[src/dda_pkg.sv]
// Shared types, constants and calendar tables for the date offset calculator.
package dda_pkg;

    localparam int DAY_W = 22;

    localparam logic [1:0] CMD_ADD   = 2'd0;
    localparam logic [1:0] CMD_SUB   = 2'd1;
    localparam logic [1:0] CMD_RANGE = 2'd2;

    localparam logic [1:0] ST_OK    = 2'd0;
    localparam logic [1:0] ST_BAD   = 2'd1;
    localparam logic [1:0] ST_YEAR  = 2'd2;
    localparam logic [1:0] ST_ORDER = 2'd3;

    localparam logic [13:0]      YEAR_MAX   = 14'd9999;
    localparam logic [10:0]      CYCLE_DAYS = 11'd1461;
    localparam logic [DAY_W-1:0] MAX_NUM    = 22'd3652499;
    localparam logic [DAY_W-1:0] COUNT_MAX  = 22'h3FFFFF;
    localparam logic [3:0]       LAST_MONTH = 4'd12;

    // 2^33 / 1461 rounded up: exact quotient for any 22-bit day number.
    localparam logic [22:0]      CYCLE_RECIP = 23'd5879490;
    localparam int               RECIP_SHIFT = 33;

    typedef logic [3:0] step_t;

    localparam step_t STEP_CHECK = 4'd0;
    localparam step_t STEP_MUL_S = 4'd1;
    localparam step_t STEP_ADD_S = 4'd2;
    localparam step_t STEP_MUL_E = 4'd3;
    localparam step_t STEP_ADD_E = 4'd4;
    localparam step_t STEP_ARITH = 4'd5;
    localparam step_t STEP_QUO   = 4'd6;
    localparam step_t STEP_REM   = 4'd7;
    localparam step_t STEP_YEAR  = 4'd8;
    localparam step_t STEP_MONTH = 4'd9;
    localparam step_t STEP_DONE  = 4'd10;

    typedef enum logic [3:0] {
        OP_CHECK,
        OP_MUL,
        OP_ADD,
        OP_ARITH,
        OP_QUO,
        OP_REM,
        OP_YEAR,
        OP_MONTH,
        OP_DONE
    } dp_op_t;

    typedef enum logic [2:0] {
        JMP_NONE,
        JMP_ERR,
        JMP_RANGE_ERR,
        JMP_MONTH_MORE,
        JMP_OUT_BUSY
    } cond_t;

    typedef struct packed {
        dp_op_t op;
        logic   sel_end;
        cond_t  cond;
        step_t  target;
    } ctl_word_t;

    typedef struct packed {
        logic err;
        logic is_range;
        logic month_more;
    } dp_flags_t;

    function automatic logic [4:0] month_len(input logic [3:0] m, input logic leap);
        logic [4:0] n;
        case (m) inside
            4'd2:                   n = leap ? 5'd29 : 5'd28;
            4'd4, 4'd6, 4'd9, 4'd11: n = 5'd30;
            default:                n = 5'd31;
        endcase
        return n;
    endfunction

    function automatic logic [8:0] month_start(input logic [3:0] m);
        logic [8:0] n;
        case (m)
            4'd2:    n = 9'd31;
            4'd3:    n = 9'd59;
            4'd4:    n = 9'd90;
            4'd5:    n = 9'd120;
            4'd6:    n = 9'd151;
            4'd7:    n = 9'd181;
            4'd8:    n = 9'd212;
            4'd9:    n = 9'd243;
            4'd10:   n = 9'd273;
            4'd11:   n = 9'd304;
            4'd12:   n = 9'd334;
            default: n = 9'd0;
        endcase
        return n;
    endfunction

    // Offset of year k within a four-year cycle that starts on a leap year.
    function automatic logic [10:0] year_base(input logic [1:0] k);
        logic [10:0] n;
        case (k)
            2'd1:    n = 11'd366;
            2'd2:    n = 11'd731;
            2'd3:    n = 11'd1096;
            default: n = 11'd0;
        endcase
        return n;
    endfunction

    function automatic logic [1:0] check_date(input logic [3:0] m, input logic [4:0] d,
                                              input logic [13:0] y);
        logic [1:0] r;
        if (y > YEAR_MAX) begin
            r = ST_YEAR;
        end else if (m < 4'd1 || m > LAST_MONTH) begin
            r = ST_BAD;
        end else if (d < 5'd1 || d > month_len(m, y[1:0] == 2'd0)) begin
            r = ST_BAD;
        end else begin
            r = ST_OK;
        end
        return r;
    endfunction

endpackage

[src/dda_if.sv]
// Request and response channel interfaces for the date offset calculator.
interface dda_req_if;
    logic        valid;
    logic        ready;
    logic [1:0]  command;
    logic [3:0]  start_month;
    logic [4:0]  start_day;
    logic [13:0] start_year;
    logic [21:0] day_offset;
    logic [3:0]  end_month;
    logic [4:0]  end_day;
    logic [13:0] end_year;

    modport source (
        output valid, command, start_month, start_day, start_year, day_offset,
               end_month, end_day, end_year,
        input  ready
    );
    modport sink (
        input  valid, command, start_month, start_day, start_year, day_offset,
               end_month, end_day, end_year,
        output ready
    );
endinterface

interface dda_rsp_if;
    logic        valid;
    logic        ready;
    logic [3:0]  result_month;
    logic [4:0]  result_day;
    logic [13:0] result_year;
    logic [21:0] day_count;
    logic [1:0]  status;

    modport source (
        output valid, result_month, result_day, result_year, day_count, status,
        input  ready
    );
    modport sink (
        input  valid, result_month, result_day, result_year, day_count, status,
        output ready
    );
endinterface

[src/dda_rom.sv]
// Control store: one control word per program step.
module dda_rom
    import dda_pkg::*;
(
    input  step_t     pc,
    output ctl_word_t word
);

    always_comb
    begin
        unique case (pc)
            STEP_CHECK: word = '{OP_CHECK, 1'b0, JMP_ERR,        STEP_DONE};
            STEP_MUL_S: word = '{OP_MUL,   1'b0, JMP_NONE,       STEP_CHECK};
            STEP_ADD_S: word = '{OP_ADD,   1'b0, JMP_NONE,       STEP_CHECK};
            STEP_MUL_E: word = '{OP_MUL,   1'b1, JMP_NONE,       STEP_CHECK};
            STEP_ADD_E: word = '{OP_ADD,   1'b1, JMP_NONE,       STEP_CHECK};
            STEP_ARITH: word = '{OP_ARITH, 1'b0, JMP_RANGE_ERR,  STEP_DONE};
            STEP_QUO:   word = '{OP_QUO,   1'b0, JMP_NONE,       STEP_CHECK};
            STEP_REM:   word = '{OP_REM,   1'b0, JMP_NONE,       STEP_CHECK};
            STEP_YEAR:  word = '{OP_YEAR,  1'b0, JMP_NONE,       STEP_CHECK};
            STEP_MONTH: word = '{OP_MONTH, 1'b0, JMP_MONTH_MORE, STEP_MONTH};
            STEP_DONE:  word = '{OP_DONE,  1'b0, JMP_OUT_BUSY,   STEP_DONE};
            default:    word = '{OP_DONE,  1'b0, JMP_NONE,       STEP_DONE};
        endcase
    end

endmodule

[src/dda_datapath.sv]
// Datapath: request registers, day-number arithmetic, cycle split and month walk.
module dda_datapath
    import dda_pkg::*;
#(
    parameter int COUNT_BITS = 22
)
(
    input  logic        clk,
    input  logic        load,
    input  logic        run,
    input  ctl_word_t   word,
    input  logic [1:0]  command,
    input  logic [3:0]  start_month,
    input  logic [4:0]  start_day,
    input  logic [13:0] start_year,
    input  logic [21:0] day_offset,
    input  logic [3:0]  end_month,
    input  logic [4:0]  end_day,
    input  logic [13:0] end_year,
    output dp_flags_t   flags,
    output logic [3:0]  res_month,
    output logic [4:0]  res_day,
    output logic [13:0] res_year,
    output logic [21:0] res_count,
    output logic [1:0]  res_status
);

    localparam logic [63:0] LIM_WIDE = (64'd1 << COUNT_BITS) - 64'd1;
    localparam logic [DAY_W-1:0] CNT_LIM =
        (LIM_WIDE > 64'(COUNT_MAX)) ? COUNT_MAX : LIM_WIDE[DAY_W-1:0];

    logic [1:0]       cmd_reg;
    logic [3:0]       sm_reg, em_reg;
    logic [4:0]       sd_reg, ed_reg;
    logic [13:0]      sy_reg, ey_reg;
    logic [DAY_W-1:0] off_reg;

    logic [1:0]       st_reg, st_next;
    logic [DAY_W-1:0] prod_reg, prod_next;
    logic [DAY_W-1:0] s_reg, s_next;
    logic [DAY_W-1:0] e_reg, e_next;
    logic [DAY_W-1:0] cnt_reg, cnt_next;
    logic [DAY_W-1:0] rem_reg, rem_next;
    logic [11:0]      quo_reg, quo_next;
    logic [13:0]      yr_reg, yr_next;
    logic [3:0]       mon_reg, mon_next;

    logic [3:0]       sel_m;
    logic [4:0]       sel_d;
    logic [13:0]      sel_y;
    logic [1:0]       cs, ce;
    logic [DAY_W:0]   sum;
    logic [44:0]      quo_prod;
    logic [DAY_W-1:0] num;
    logic [DAY_W-1:0] diff;
    logic [1:0]       k;
    logic [4:0]       mlen;
    logic             more;

    assign sel_m = word.sel_end ? em_reg : sm_reg;
    assign sel_d = word.sel_end ? ed_reg : sd_reg;
    assign sel_y = word.sel_end ? ey_reg : sy_reg;

    assign cs = check_date(sm_reg, sd_reg, sy_reg);
    assign ce = check_date(em_reg, ed_reg, ey_reg);

    assign sum      = {1'b0, s_reg} + {1'b0, off_reg};
    assign diff     = e_reg - s_reg;
    assign quo_prod = 45'(rem_reg) * 45'(CYCLE_RECIP);
    assign num      = prod_reg + DAY_W'(year_base(sel_y[1:0])) + DAY_W'(month_start(sel_m))
                    + DAY_W'(sel_m > 4'd2 && sel_y[1:0] == 2'd0) + DAY_W'(sel_d) - DAY_W'(1);

    assign k = (rem_reg >= DAY_W'(year_base(2'd3))) ? 2'd3 :
               (rem_reg >= DAY_W'(year_base(2'd2))) ? 2'd2 :
               (rem_reg >= DAY_W'(year_base(2'd1))) ? 2'd1 : 2'd0;

    assign mlen = month_len(mon_reg, yr_reg[1:0] == 2'd0);
    assign more = (rem_reg >= DAY_W'(mlen)) && (mon_reg != LAST_MONTH);

    always_comb
    begin
        st_next   = st_reg;
        prod_next = prod_reg;
        s_next    = s_reg;
        e_next    = e_reg;
        cnt_next  = cnt_reg;
        rem_next  = rem_reg;
        quo_next  = quo_reg;
        yr_next   = yr_reg;
        mon_next  = mon_reg;
        unique case (word.op)
            OP_CHECK:
            begin
                unique case (cmd_reg)
                    CMD_ADD, CMD_SUB: st_next = cs;
                    CMD_RANGE:
                    begin
                        if (cs == ST_YEAR || ce == ST_YEAR) begin
                            st_next = ST_YEAR;
                        end else if (cs != ST_OK || ce != ST_OK) begin
                            st_next = ST_BAD;
                        end else begin
                            st_next = ST_OK;
                        end
                    end
                    default: st_next = ST_BAD;
                endcase
            end
            OP_MUL:
            begin
                prod_next = DAY_W'(sel_y[13:2]) * DAY_W'(CYCLE_DAYS);
            end
            OP_ADD:
            begin
                if (word.sel_end) begin
                    e_next = num;
                end else begin
                    s_next = num;
                end
            end
            OP_ARITH:
            begin
                if (cmd_reg == CMD_ADD) begin
                    if (sum > (DAY_W + 1)'(MAX_NUM)) begin
                        st_next = ST_YEAR;
                    end else begin
                        rem_next = sum[DAY_W-1:0];
                    end
                end else if (cmd_reg == CMD_SUB) begin
                    if (off_reg > s_reg) begin
                        st_next = ST_YEAR;
                    end else begin
                        rem_next = s_reg - off_reg;
                    end
                end else begin
                    if (e_reg < s_reg) begin
                        st_next = ST_ORDER;
                    end else begin
                        cnt_next = (diff > CNT_LIM) ? CNT_LIM : diff;
                    end
                end
            end
            OP_QUO:
            begin
                // four-year cycles by reciprocal multiplication
                quo_next = quo_prod[RECIP_SHIFT +: 12];
            end
            OP_REM:
            begin
                rem_next = rem_reg - DAY_W'(quo_reg) * DAY_W'(CYCLE_DAYS);
            end
            OP_YEAR:
            begin
                yr_next  = {quo_reg, 2'b00} + 14'(k);
                rem_next = rem_reg - DAY_W'(year_base(k));
                mon_next = 4'd1;
            end
            OP_MONTH:
            begin
                if (more) begin
                    rem_next = rem_reg - DAY_W'(mlen);
                    mon_next = mon_reg + 4'd1;
                end
            end
            default:
            begin
            end
        endcase
    end

    always_ff @(posedge clk)
    begin
        if (load) begin
            cmd_reg <= command;
            sm_reg  <= start_month;
            sd_reg  <= start_day;
            sy_reg  <= start_year;
            off_reg <= day_offset;
            em_reg  <= end_month;
            ed_reg  <= end_day;
            ey_reg  <= end_year;
        end else if (run) begin
            st_reg   <= st_next;
            prod_reg <= prod_next;
            s_reg    <= s_next;
            e_reg    <= e_next;
            cnt_reg  <= cnt_next;
            rem_reg  <= rem_next;
            quo_reg  <= quo_next;
            yr_reg   <= yr_next;
            mon_reg  <= mon_next;
        end
    end

    assign flags.err        = (st_next != ST_OK);
    assign flags.is_range   = (cmd_reg == CMD_RANGE);
    assign flags.month_more = more;

    // zero every field that has no meaning for this command or status
    always_comb
    begin
        res_status = st_reg;
        res_month  = '0;
        res_day    = '0;
        res_year   = '0;
        res_count  = '0;
        if (st_reg == ST_OK) begin
            if (cmd_reg == CMD_RANGE) begin
                res_count = cnt_reg;
            end else begin
                res_month = mon_reg;
                res_day   = rem_reg[4:0] + 5'd1;
                res_year  = yr_reg;
            end
        end
    end

endmodule

[src/date_day_offset_calculator.sv]
// Top level: step sequencer, request/response handshake and result register.
//
//  channel  modport          payload
//  req      dda_req_if.sink  command, start/end date, day_offset
//  rsp      dda_rsp_if.source result date, day_count, status
//
// One request at a time. A valid add or subtract splits off the four-year
// cycles by a reciprocal multiply, in a quotient and a remainder step, and
// then walks the months. A range request, or an add or subtract that leaves
// the calendar, ends at the arithmetic step, a rejected date at the check.
// rst_n clears the sequencer and the response valid; no clearing pass.
// A stalled response holds the sequencer in its last step; once the result
// register is loaded, the next request is taken in the following cycle.
module date_day_offset_calculator
    import dda_pkg::*;
#(
    parameter int COUNT_BITS = 22
)
(
    input  logic             clk,
    input  logic             rst_n,
    dda_req_if.sink          req,
    dda_rsp_if.source        rsp
);

    logic        busy_reg, busy_next;
    step_t       pc_reg, pc_next;
    logic        out_valid_reg, out_valid_next;
    logic [3:0]  month_reg;
    logic [4:0]  day_reg;
    logic [13:0] year_reg;
    logic [21:0] count_reg;
    logic [1:0]  status_reg;

    ctl_word_t   word;
    dp_flags_t   flags;
    logic        load;
    logic        take;
    logic        finish;
    logic [3:0]  res_month;
    logic [4:0]  res_day;
    logic [13:0] res_year;
    logic [21:0] res_count;
    logic [1:0]  res_status;

    assign req.ready = !busy_reg;
    assign load      = req.valid && !busy_reg;

    dda_rom u_rom (
        .pc   (pc_reg),
        .word (word)
    );

    dda_datapath #(
        .COUNT_BITS (COUNT_BITS)
    ) u_datapath (
        .clk         (clk),
        .load        (load),
        .run         (busy_reg),
        .word        (word),
        .command     (req.command),
        .start_month (req.start_month),
        .start_day   (req.start_day),
        .start_year  (req.start_year),
        .day_offset  (req.day_offset),
        .end_month   (req.end_month),
        .end_day     (req.end_day),
        .end_year    (req.end_year),
        .flags       (flags),
        .res_month   (res_month),
        .res_day     (res_day),
        .res_year    (res_year),
        .res_count   (res_count),
        .res_status  (res_status)
    );

    always_comb
    begin
        unique case (word.cond)
            JMP_NONE:       take = 1'b0;
            JMP_ERR:        take = flags.err;
            JMP_RANGE_ERR:  take = flags.err || flags.is_range;
            JMP_MONTH_MORE: take = flags.month_more;
            JMP_OUT_BUSY:   take = out_valid_reg && !rsp.ready;
            default:        take = 1'b0;
        endcase
    end

    always_comb
    begin
        pc_next   = pc_reg;
        busy_next = busy_reg;
        finish    = 1'b0;
        if (load) begin
            pc_next   = STEP_CHECK;
            busy_next = 1'b1;
        end else if (busy_reg) begin
            if (take) begin
                pc_next = word.target;
            end else if (word.op == OP_DONE) begin
                finish    = 1'b1;
                busy_next = 1'b0;
            end else begin
                pc_next = pc_reg + step_t'(1);
            end
        end
    end

    always_comb
    begin
        if (finish) begin
            out_valid_next = 1'b1;
        end else if (rsp.ready) begin
            out_valid_next = 1'b0;
        end else begin
            out_valid_next = out_valid_reg;
        end
    end

    always_ff @(posedge clk or negedge rst_n)
    begin
        if (!rst_n) begin
            busy_reg      <= 1'b0;
            pc_reg        <= STEP_CHECK;
            out_valid_reg <= 1'b0;
        end else begin
            busy_reg      <= busy_next;
            pc_reg        <= pc_next;
            out_valid_reg <= out_valid_next;
        end
    end

    always_ff @(posedge clk)
    begin
        if (finish) begin
            month_reg  <= res_month;
            day_reg    <= res_day;
            year_reg   <= res_year;
            count_reg  <= res_count;
            status_reg <= res_status;
        end
    end

    assign rsp.valid        = out_valid_reg;
    assign rsp.result_month = month_reg;
    assign rsp.result_day   = day_reg;
    assign rsp.result_year  = year_reg;
    assign rsp.day_count    = count_reg;
    assign rsp.status       = status_reg;

`ifndef SYNTHESIS
    a_start_at_check: assert property (@(posedge clk) disable iff (!rst_n)
        (req.valid && req.ready) |=> (busy_reg && pc_reg == STEP_CHECK))
        else $error("request accepted but program did not start at the check step");

    a_pc_in_program: assert property (@(posedge clk) disable iff (!rst_n)
        busy_reg |-> (pc_reg <= STEP_DONE))
        else $error("step counter left the program");

    a_finish_loads_rsp: assert property (@(posedge clk) disable iff (!rst_n)
        $fell(busy_reg) |-> rsp.valid)
        else $error("sequencer went idle without a response");

    a_error_zero_fields: assert property (@(posedge clk) disable iff (!rst_n)
        (rsp.valid && rsp.status != ST_OK) |->
            (rsp.result_month == 4'd0 && rsp.result_day == 5'd0 &&
             rsp.result_year == 14'd0 && rsp.day_count == 22'd0))
        else $error("error response carries nonzero fields");

    a_date_has_no_count: assert property (@(posedge clk) disable iff (!rst_n)
        (rsp.valid && rsp.status == ST_OK && rsp.result_month != 4'd0) |->
            (rsp.result_day != 5'd0 && rsp.day_count == 22'd0))
        else $error("date response with a count or no day");
`endif

endmodule
[src/flat_wrapper.sv]
// flat-port wrapper written by rule: the top's interface ports become plain ports
module date_day_offset_calculator_flat import dda_pkg::*;
#(
    parameter int COUNT_BITS = 22
)
  (clk, rst_n, req_valid, req_command, req_start_month, req_start_day, req_start_year, req_day_offset, req_end_month, req_end_day, req_end_year, req_ready, rsp_valid, rsp_result_month, rsp_result_day, rsp_result_year, rsp_day_count, rsp_status, rsp_ready);
  dda_req_if req_i ();
  dda_rsp_if rsp_i ();
  input  logic clk;
  input  logic rst_n;
  input wire logic [$bits(req_i.valid)-1:0] req_valid;
  input wire logic [$bits(req_i.command)-1:0] req_command;
  input wire logic [$bits(req_i.start_month)-1:0] req_start_month;
  input wire logic [$bits(req_i.start_day)-1:0] req_start_day;
  input wire logic [$bits(req_i.start_year)-1:0] req_start_year;
  input wire logic [$bits(req_i.day_offset)-1:0] req_day_offset;
  input wire logic [$bits(req_i.end_month)-1:0] req_end_month;
  input wire logic [$bits(req_i.end_day)-1:0] req_end_day;
  input wire logic [$bits(req_i.end_year)-1:0] req_end_year;
  output wire logic [$bits(req_i.ready)-1:0] req_ready;
  output wire logic [$bits(rsp_i.valid)-1:0] rsp_valid;
  output wire logic [$bits(rsp_i.result_month)-1:0] rsp_result_month;
  output wire logic [$bits(rsp_i.result_day)-1:0] rsp_result_day;
  output wire logic [$bits(rsp_i.result_year)-1:0] rsp_result_year;
  output wire logic [$bits(rsp_i.day_count)-1:0] rsp_day_count;
  output wire logic [$bits(rsp_i.status)-1:0] rsp_status;
  input wire logic [$bits(rsp_i.ready)-1:0] rsp_ready;
  assign req_i.valid = req_valid;
  assign req_i.command = req_command;
  assign req_i.start_month = req_start_month;
  assign req_i.start_day = req_start_day;
  assign req_i.start_year = req_start_year;
  assign req_i.day_offset = req_day_offset;
  assign req_i.end_month = req_end_month;
  assign req_i.end_day = req_end_day;
  assign req_i.end_year = req_end_year;
  assign req_ready = req_i.ready;
  assign rsp_valid = rsp_i.valid;
  assign rsp_result_month = rsp_i.result_month;
  assign rsp_result_day = rsp_i.result_day;
  assign rsp_result_year = rsp_i.result_year;
  assign rsp_day_count = rsp_i.day_count;
  assign rsp_status = rsp_i.status;
  assign rsp_i.ready = rsp_ready;
  date_day_offset_calculator #(.COUNT_BITS(COUNT_BITS)) u_core (.clk(clk), .rst_n(rst_n), .req(req_i), .rsp(rsp_i));
endmodule
[config.mk]
export PLATFORM = sky130hd
export DESIGN_NAME = date_day_offset_calculator_flat
export DESIGN_NICKNAME = d
export VERILOG_FILES = /design/src/dda_pkg.sv /design/src/dda_if.sv /design/src/dda_rom.sv /design/src/dda_datapath.sv /design/src/date_day_offset_calculator.sv /design/src/flat_wrapper.sv
export SDC_FILE = /design/constraint.sdc
export NUM_CORES = 1
export LEC_CHECK = 0
export BUFFER_PORTS_ARGS = -buffer_cell sky130_fd_sc_hd__buf_4
export CORE_MARGIN = 10
export CORE_UTILIZATION = 40
export CTS_CLUSTER_DIAMETER = 30
export DETAILED_ROUTE_END_ITERATION = 8
export PLACE_DENSITY = 0.57
export SETUP_SLACK_MARGIN = 0.02
export SYNTH_ARGS = -nofsm -noshare
export SYNTH_HDL_FRONTEND = slang
export SYNTH_SLANG_ARGS = --single-unit
[constraint.sdc]
create_clock -name clk -period 6.6 [get_ports clk]
set_input_delay 0.66 -clock clk [delete_from_list [all_inputs] [get_ports clk]]
set_output_delay 0.66 -clock clk [all_outputs]
set_load 0.05 [all_outputs]
==> flow_summary.ini, run 1 <==
[outcome]
status = complete, but fails checks
violations = negative setup slack

[logic_synthesis]
synth_top_area_share_pct = 25.3
synth.distinct_cells = 91
ys_seq_elements = 265
synth_ff_type = edfxtp_1
synth_area_mm2 = 0.0308
syn_area_per_cell_um2 = 10.4
async_flop_share_pct = 2.26
synth_area_leaders = edfxtp_1 (25%), ha_1 (22%), fa_1 (20%)
synth_top_area_cell = edfxtp_1
synth_warnings = 0
synthCells = 2956
synth_edf_count = 259
syn-num-nets = 3874
synth_seq_area_share_pct = 25.8

[clock_tree]
insertion_delay_ns = 0.61
clockBufferDepth = 3
cts-root-buf = clkbuf_16
cts_buffers = 67
cts_htree_levels = 3
cts_tree = yes
cts.sink_count = 265
path_clk_slew_ns = 0.05

[min_path]
min_path_type = primary input to flop
holdPathStages = 1

[timing]
setup_violations = 2
hold_ws_ns = 0.217
finalClockSkew_ns = 0.0509
max-slew-margin-rel_pct = 25.5
rsz0062_at_grt = true
tns_ns = -0.192
layout_min_cycle_time_ns = 6.73
worstMarginPinSlew_ns = 1.11
maxSlewViolCount = 0
max_freq_mhz = 149
fin_crit_sh_pct = 102
worst_slack_ns = -0.131
hold_violations = 0

[global_route]
grt_antenna_before_repair = 2
grt_usage_pct = 18.2
grt_pass1_wl_um = 127000
grt_max_degree = 71
gr-total-overflow = 0
grt_pass1_vias = 22700

[final_layout]
areaGrowthSynthToFinish_pct = 18.9
layout_commonest_cell = inv_1
drive_above_1_share_pct = 14.9
final_cell_mix = inv_1 (607), ha_1 (515), fa_1 (299), edfxtp_1 (259), buf_4 (257)
fin_util_pct = 48.1
nets = 4163
fillCellCount = 7039

[floorplanning]
dieHeight_um = 297
coreArea_mm2 = 0.0761
fp.dieW_um = 297
rows = 101
num_io_pins = 123
start_util_pct = 40.4
die-area_mm2 = 0.0884

[critical_path]
worstPathArrival_ns = 7.16
rr_endpoint = u_core.u_datapath.quo_reg[11]
r2r-start = u_core.u_datapath.rem_reg[14]
rrSetupSlack_ns = -0.13
worstSetupEndpoint = u_core.u_datapath.quo_reg[11]
cp-startpoint = u_core.u_datapath.rem_reg[14]
path_class = flop to flop
required_ns = 7.03
worst_setup_path_end_kind = flop
cp_max_fo = 4
start_kind = flop
timing.reg2reg.worst_path_depth = 23

[placement]
dp_hpwl_um = 67900
gp_congestion = 0.903
portBuffers = 122

[job]
drv_cap = 0

[detailed_routing]
dr.pass1.iters = 5
first_iter_violations = 1266
routed_wl_um = 81200
avgViaCountPerCell = 5.02
num_vias = 21700
drcViolationCount = 0
drtAntennaViolNets = 0
wl_per_cell_um = 18.7
## cell usage after synthesis (8+ instances only)
cell,instances
nor2b_1,27
o211ai_1,13
nand3_1,48
nand2b_1,19
a211oi_1,16
nor2_1,140
mux2_2,11
clkbuf_1,35
mux2i_1,18
o31ai_1,12
a22oi_1,12
inv_1,631
nor4_1,11
o31a_1,9
o21ai_0,101
edfxtp_1,259
and3_1,33
o21a_1,30
fa_1,306
or3_1,13
nand2_1,109
a21oi_1,124
a21o_1,41
xor2_1,29
and2_1,27
or2_2,8
o21bai_1,10
xnor2_1,132
ha_1,538
nor3_1,31
a31oi_1,14
## what timing repair did
| action | 4_1_cts | 5_1_grt |
|---|---|---|
| pin swaps | 19 | 15 |
| endpoints found under the setup margin | 2 | 27 |
| buffers inserted | 11 | 12 |
| endpoints found under the hold margin | 6 | 0 |
| gates resized for setup | 15 | 49 |
| hold buffers | 1 | 0 |
## metrics by stage
| step | worst slack, ns | std cells | area (um2) |
|---|---|---|---|
| 5_1_grt | -0.303 | 4329 | 36600 |
| 2_1_floorplan | 0.0208 | 2956 | 30900 |
| 6_report | -0.131 | 4330 | 36600 |
| 3_3_place_gp | -0.0889 | 4183 | 33900 |
| 3_5_place_dp | -0.156 | 4183 | 33900 |
| 4_1_cts | -0.0801 | 4317 | 36300 |
## routing by layer
metal / share of wire (%) / vias up / GRT usage, % / routed length, um
li1: - / 10500 / - / -
met1: 47 / 10500 / 25.1 / 38400
met2: 44 / 528 / 27.9 / 35800
met3: 5.8 / 121 / 4.01 / 4700
met4: 2.8 / 4 / 5.93 / 2260
met5: 0.025 / - / 0 / 20
## worst min path at each step
stage | from | endpoint | slack [ns]
after floorplan | rst_n | u_core.busy_reg | 0.36
after global placement | rst_n | u_core.busy_reg | 0.48
after detailed placement | rst_n | u_core.rsp.valid | 0.48
after CTS | req_start_year[5] | u_core.u_datapath.sy_reg[5] | 0.18
after global routing | req_start_year[12] | u_core.u_datapath.sy_reg[12] | 0.18
final | req_start_year[5] | u_core.u_datapath.sy_reg[5] | 0.22
## cells by family after synthesis
group	Yosys count	synth area share, %
compound gates	470	10.3
xor+xnor	161	4.58
fa+ha+maj	844	41.8
buf+inv	682	8.38
flops	265	25.8
mux	29	0.988
simple gates	505	8.21
## layout make-up
type	count	area, um2	area share, %
clock inverter	49	583	1.59
inverter	638	2410	6.58
clock buffer	74	1700	4.66
timing repair buffer	264	2020	5.51
sequential	265	7930	21.7
tap	1030	1290	3.52
multi-input combinational	2009	20600	56.4
antenna	1	2.50	0.00684
## critical path, stage by stage, from the launching register on
cell and delay, ns:
edfxtp_1 0.46, inv_2 0.15, ha_4 0.24, fa_1 0.55, inv_2 0.05, fa_2 0.53, inv_2 0.04, fa_2 0.52
fa_1 0.42, fa_1 0.44, ha_1 0.30, ha_1 0.32, and3_4 0.19, a221o_1 0.34, a211o_1 0.32, a2111oi_4 0.30
o211a_1 0.29, o31ai_4 0.13, a221o_1 0.36, a21oi_2 0.17, nor2b_1 0.08, o21ai_2 0.15, a21oi_1 0.08, a31oi_1 0.17
Power of run 1 is not shown: default switching activity piles up to over one toggle a cycle in this logic, so the estimate is an artifact.
==> run 2: changes to the inputs <==
--- a/config.mk
+++ b/config.mk
@@ -11,7 +11,6 @@
 export CTS_CLUSTER_DIAMETER = 30
 export DETAILED_ROUTE_END_ITERATION = 8
 export PLACE_DENSITY = 0.57
-export SETUP_SLACK_MARGIN = 0.02
 export SYNTH_ARGS = -nofsm -noshare
 export SYNTH_HDL_FRONTEND = slang
 export SYNTH_SLANG_ARGS = --single-unit
==> run 2 against run 1 <==
Net effect: the run still ends with negative setup slack left; register-to-register slack improved by 0.06 ns; clock skew hardly changed; count of clock-buffer cells in the layout is the same; flip-flop and latch count is the same; cell area about the same; routed wire length down 0.21%; cell count barely moved; via count is 0.26% lower; critical endpoint unchanged; sequential share of layout area is essentially flat; first-iteration DRC count increased by 2.6%.
==> flow_summary.ini, run 2 (synthesis results as in run 1) <==
[critical_path]
cp_max_fo = 4
max_stage_delay_ns = 0.53
worstPathArrival_ns = 7.10
required_ns = 7.04
path_buf_inv = 3
cp_common_cell = fa_1
cp_slowest_cell = fa_1
rrSetupSlack_ns = -0.07
worst_setup_path_end_kind = flop
cp_cell_sequence = inv_2 -> ha_4 -> fa_1 -> inv_1 -> fa_1 -> inv_1 -> fa_1 -> fa_1 -> fa_1 -> ha_1 -> ha_1 -> and3_4 -> a221o_1 -> a211o_1 -> a2111oi_4 -> o211a_1 -> o31ai_4 -> a221o_1 -> a21oi_2 -> nor2b_2 -> o21ai_2 -> a21oi_1 -> a31oi_1
path_class = flop to flop
start_kind = flop
critPathTopFamily = adder cells

[detailed_routing]
drtAntennaViolNets = 0
drcViolationCount = 0
wl_per_cell_um = 18.7
first_iter_violations = 1299
num_vias = 21700
routed_wl_um = 81000
dr.pass1.iters = 5
avgViaCountPerCell = 5.01

[floorplanning]
num_io_pins = 123
rows = 101
start_util_pct = 40.4
dieHeight_um = 297
die-area_mm2 = 0.0884
fp.dieW_um = 297
coreArea_mm2 = 0.0761

[clock_tree]
path_clk_slew_ns = 0.05
clockBufferDepth = 3
insertion_delay_ns = 0.61
cts-root-buf = clkbuf_16
cts_buffers = 67
cts.sink_count = 265
cts_htree_levels = 3
cts_tree = yes

[global_route]
grt_usage_pct = 18.2
grt_pass1_vias = 22700
grt_pass1_wl_um = 127000
grt_antenna_before_repair = 2
grt_max_degree = 71
gr-total-overflow = 0

[outcome]
status = complete, but fails checks
violations = negative setup slack

[timing]
rsz0062_at_grt = true
max_freq_mhz = 150
maxSlewViolCount = 0
layout_min_cycle_time_ns = 6.67
hold_violations = 0
tns_ns = -0.113
finalClockSkew_ns = 0.0511
hold_ws_ns = 0.217
max-slew-margin-rel_pct = 18.5
worstMarginPinSlew_ns = 1.22
worst_slack_ns = -0.0682
fin_crit_sh_pct = 101
setup_violations = 2

[final_layout]
nets = 4161
fin_util_pct = 48.0
drive_above_1_share_pct = 14.8
areaGrowthSynthToFinish_pct = 18.8
layout_commonest_cell = inv_1
final_cell_mix = inv_1 (608), ha_1 (517), fa_1 (301), edfxtp_1 (259), buf_4 (254)
diodes = 0

[placement]
dp_hpwl_um = 67900
portBuffers = 122
place_ws_ns = -0.156
gp_congestion = 0.903

[min_path]
min_path_type = primary input to flop

[job]
drv_cap = 0
run 2: changes by cell type in the layout (fill, tap and decap cells not counted), sizes merged:
cell	before	now
buf	263	261
diode	1	0
run 2: stage by stage:
step,cells,instance area (um2)
after global placement,4183,33900
after CTS,4315,36300
after floorplan,2956,30900
after detailed placement,4183,33900
final,4327,36500
after global routing,4327,36500
run 2: layout make-up:
cell class / instances / area [um2]
fillers: 7037 / 39500
inverters: 638 / 2410
clock buffers: 74 / 1700
multi-input cells: 2009 / 20600
well taps: 1030 / 1290
flip-flops and latches: 265 / 7930
repair buffers: 262 / 2000
clock inverters: 49 / 583
run 2: repair_timing:
action | 4_1_cts | 5_1_grt
setup buffers | 9 | 12
pin swaps | 16 | 18
resized for setup | 14 | 47
hold buffers | 1 | 0
hold endpoints to repair | 6 | 0
endpoints found under the setup margin | 2 | 24
run 2: path summary, 6_finish.rpt:
path | start | depth (start not counted) | end
worst max-delay path | u_core.u_datapath.rem_reg[14] | 23 | u_core.u_datapath.quo_reg[11]
worst min-delay path | req_start_year[5] | 1 | u_core.u_datapath.sy_reg[5]
worst max register to register | u_core.u_datapath.rem_reg[14] | 23 | u_core.u_datapath.quo_reg[11]
worst min register to register | u_core.u_datapath.cnt_reg[4] | 1 | u_core.rsp.day_count[4]
max in group asynchronous | rst_n | 2 | u_core.pc_reg[1]
min in group asynchronous | rst_n | 2 | u_core.pc_reg[3]
run 2: worst reg2reg max path, cell delays in order, from the launching register on:
cell	delay, ns
edfxtp_1	0.46
inv_2	0.15
ha_4	0.24
fa_1	0.53
inv_1	0.06
fa_1	0.50
inv_1	0.05
fa_1	0.45
fa_1	0.51
fa_1	0.41
ha_1	0.30
ha_1	0.31
and3_4	0.19
a221o_1	0.34
a211o_1	0.32
a2111oi_4	0.30
o211a_1	0.28
o31ai_4	0.13
a221o_1	0.36
a21oi_2	0.18
nor2b_2	0.07
o21ai_2	0.15
a21oi_1	0.08
a31oi_1	0.16
run 2: per-layer routing:
layer	GRT usage (%)	vias to the layer above	wire, um
met2	27.9	545	35500
met1	25.1	10500	38000
li1	-	10500	-
met3	4.01	136	5020
met4	5.93	4	2450
met5	0	-	20
Power of run 2 is left out for the same reason.
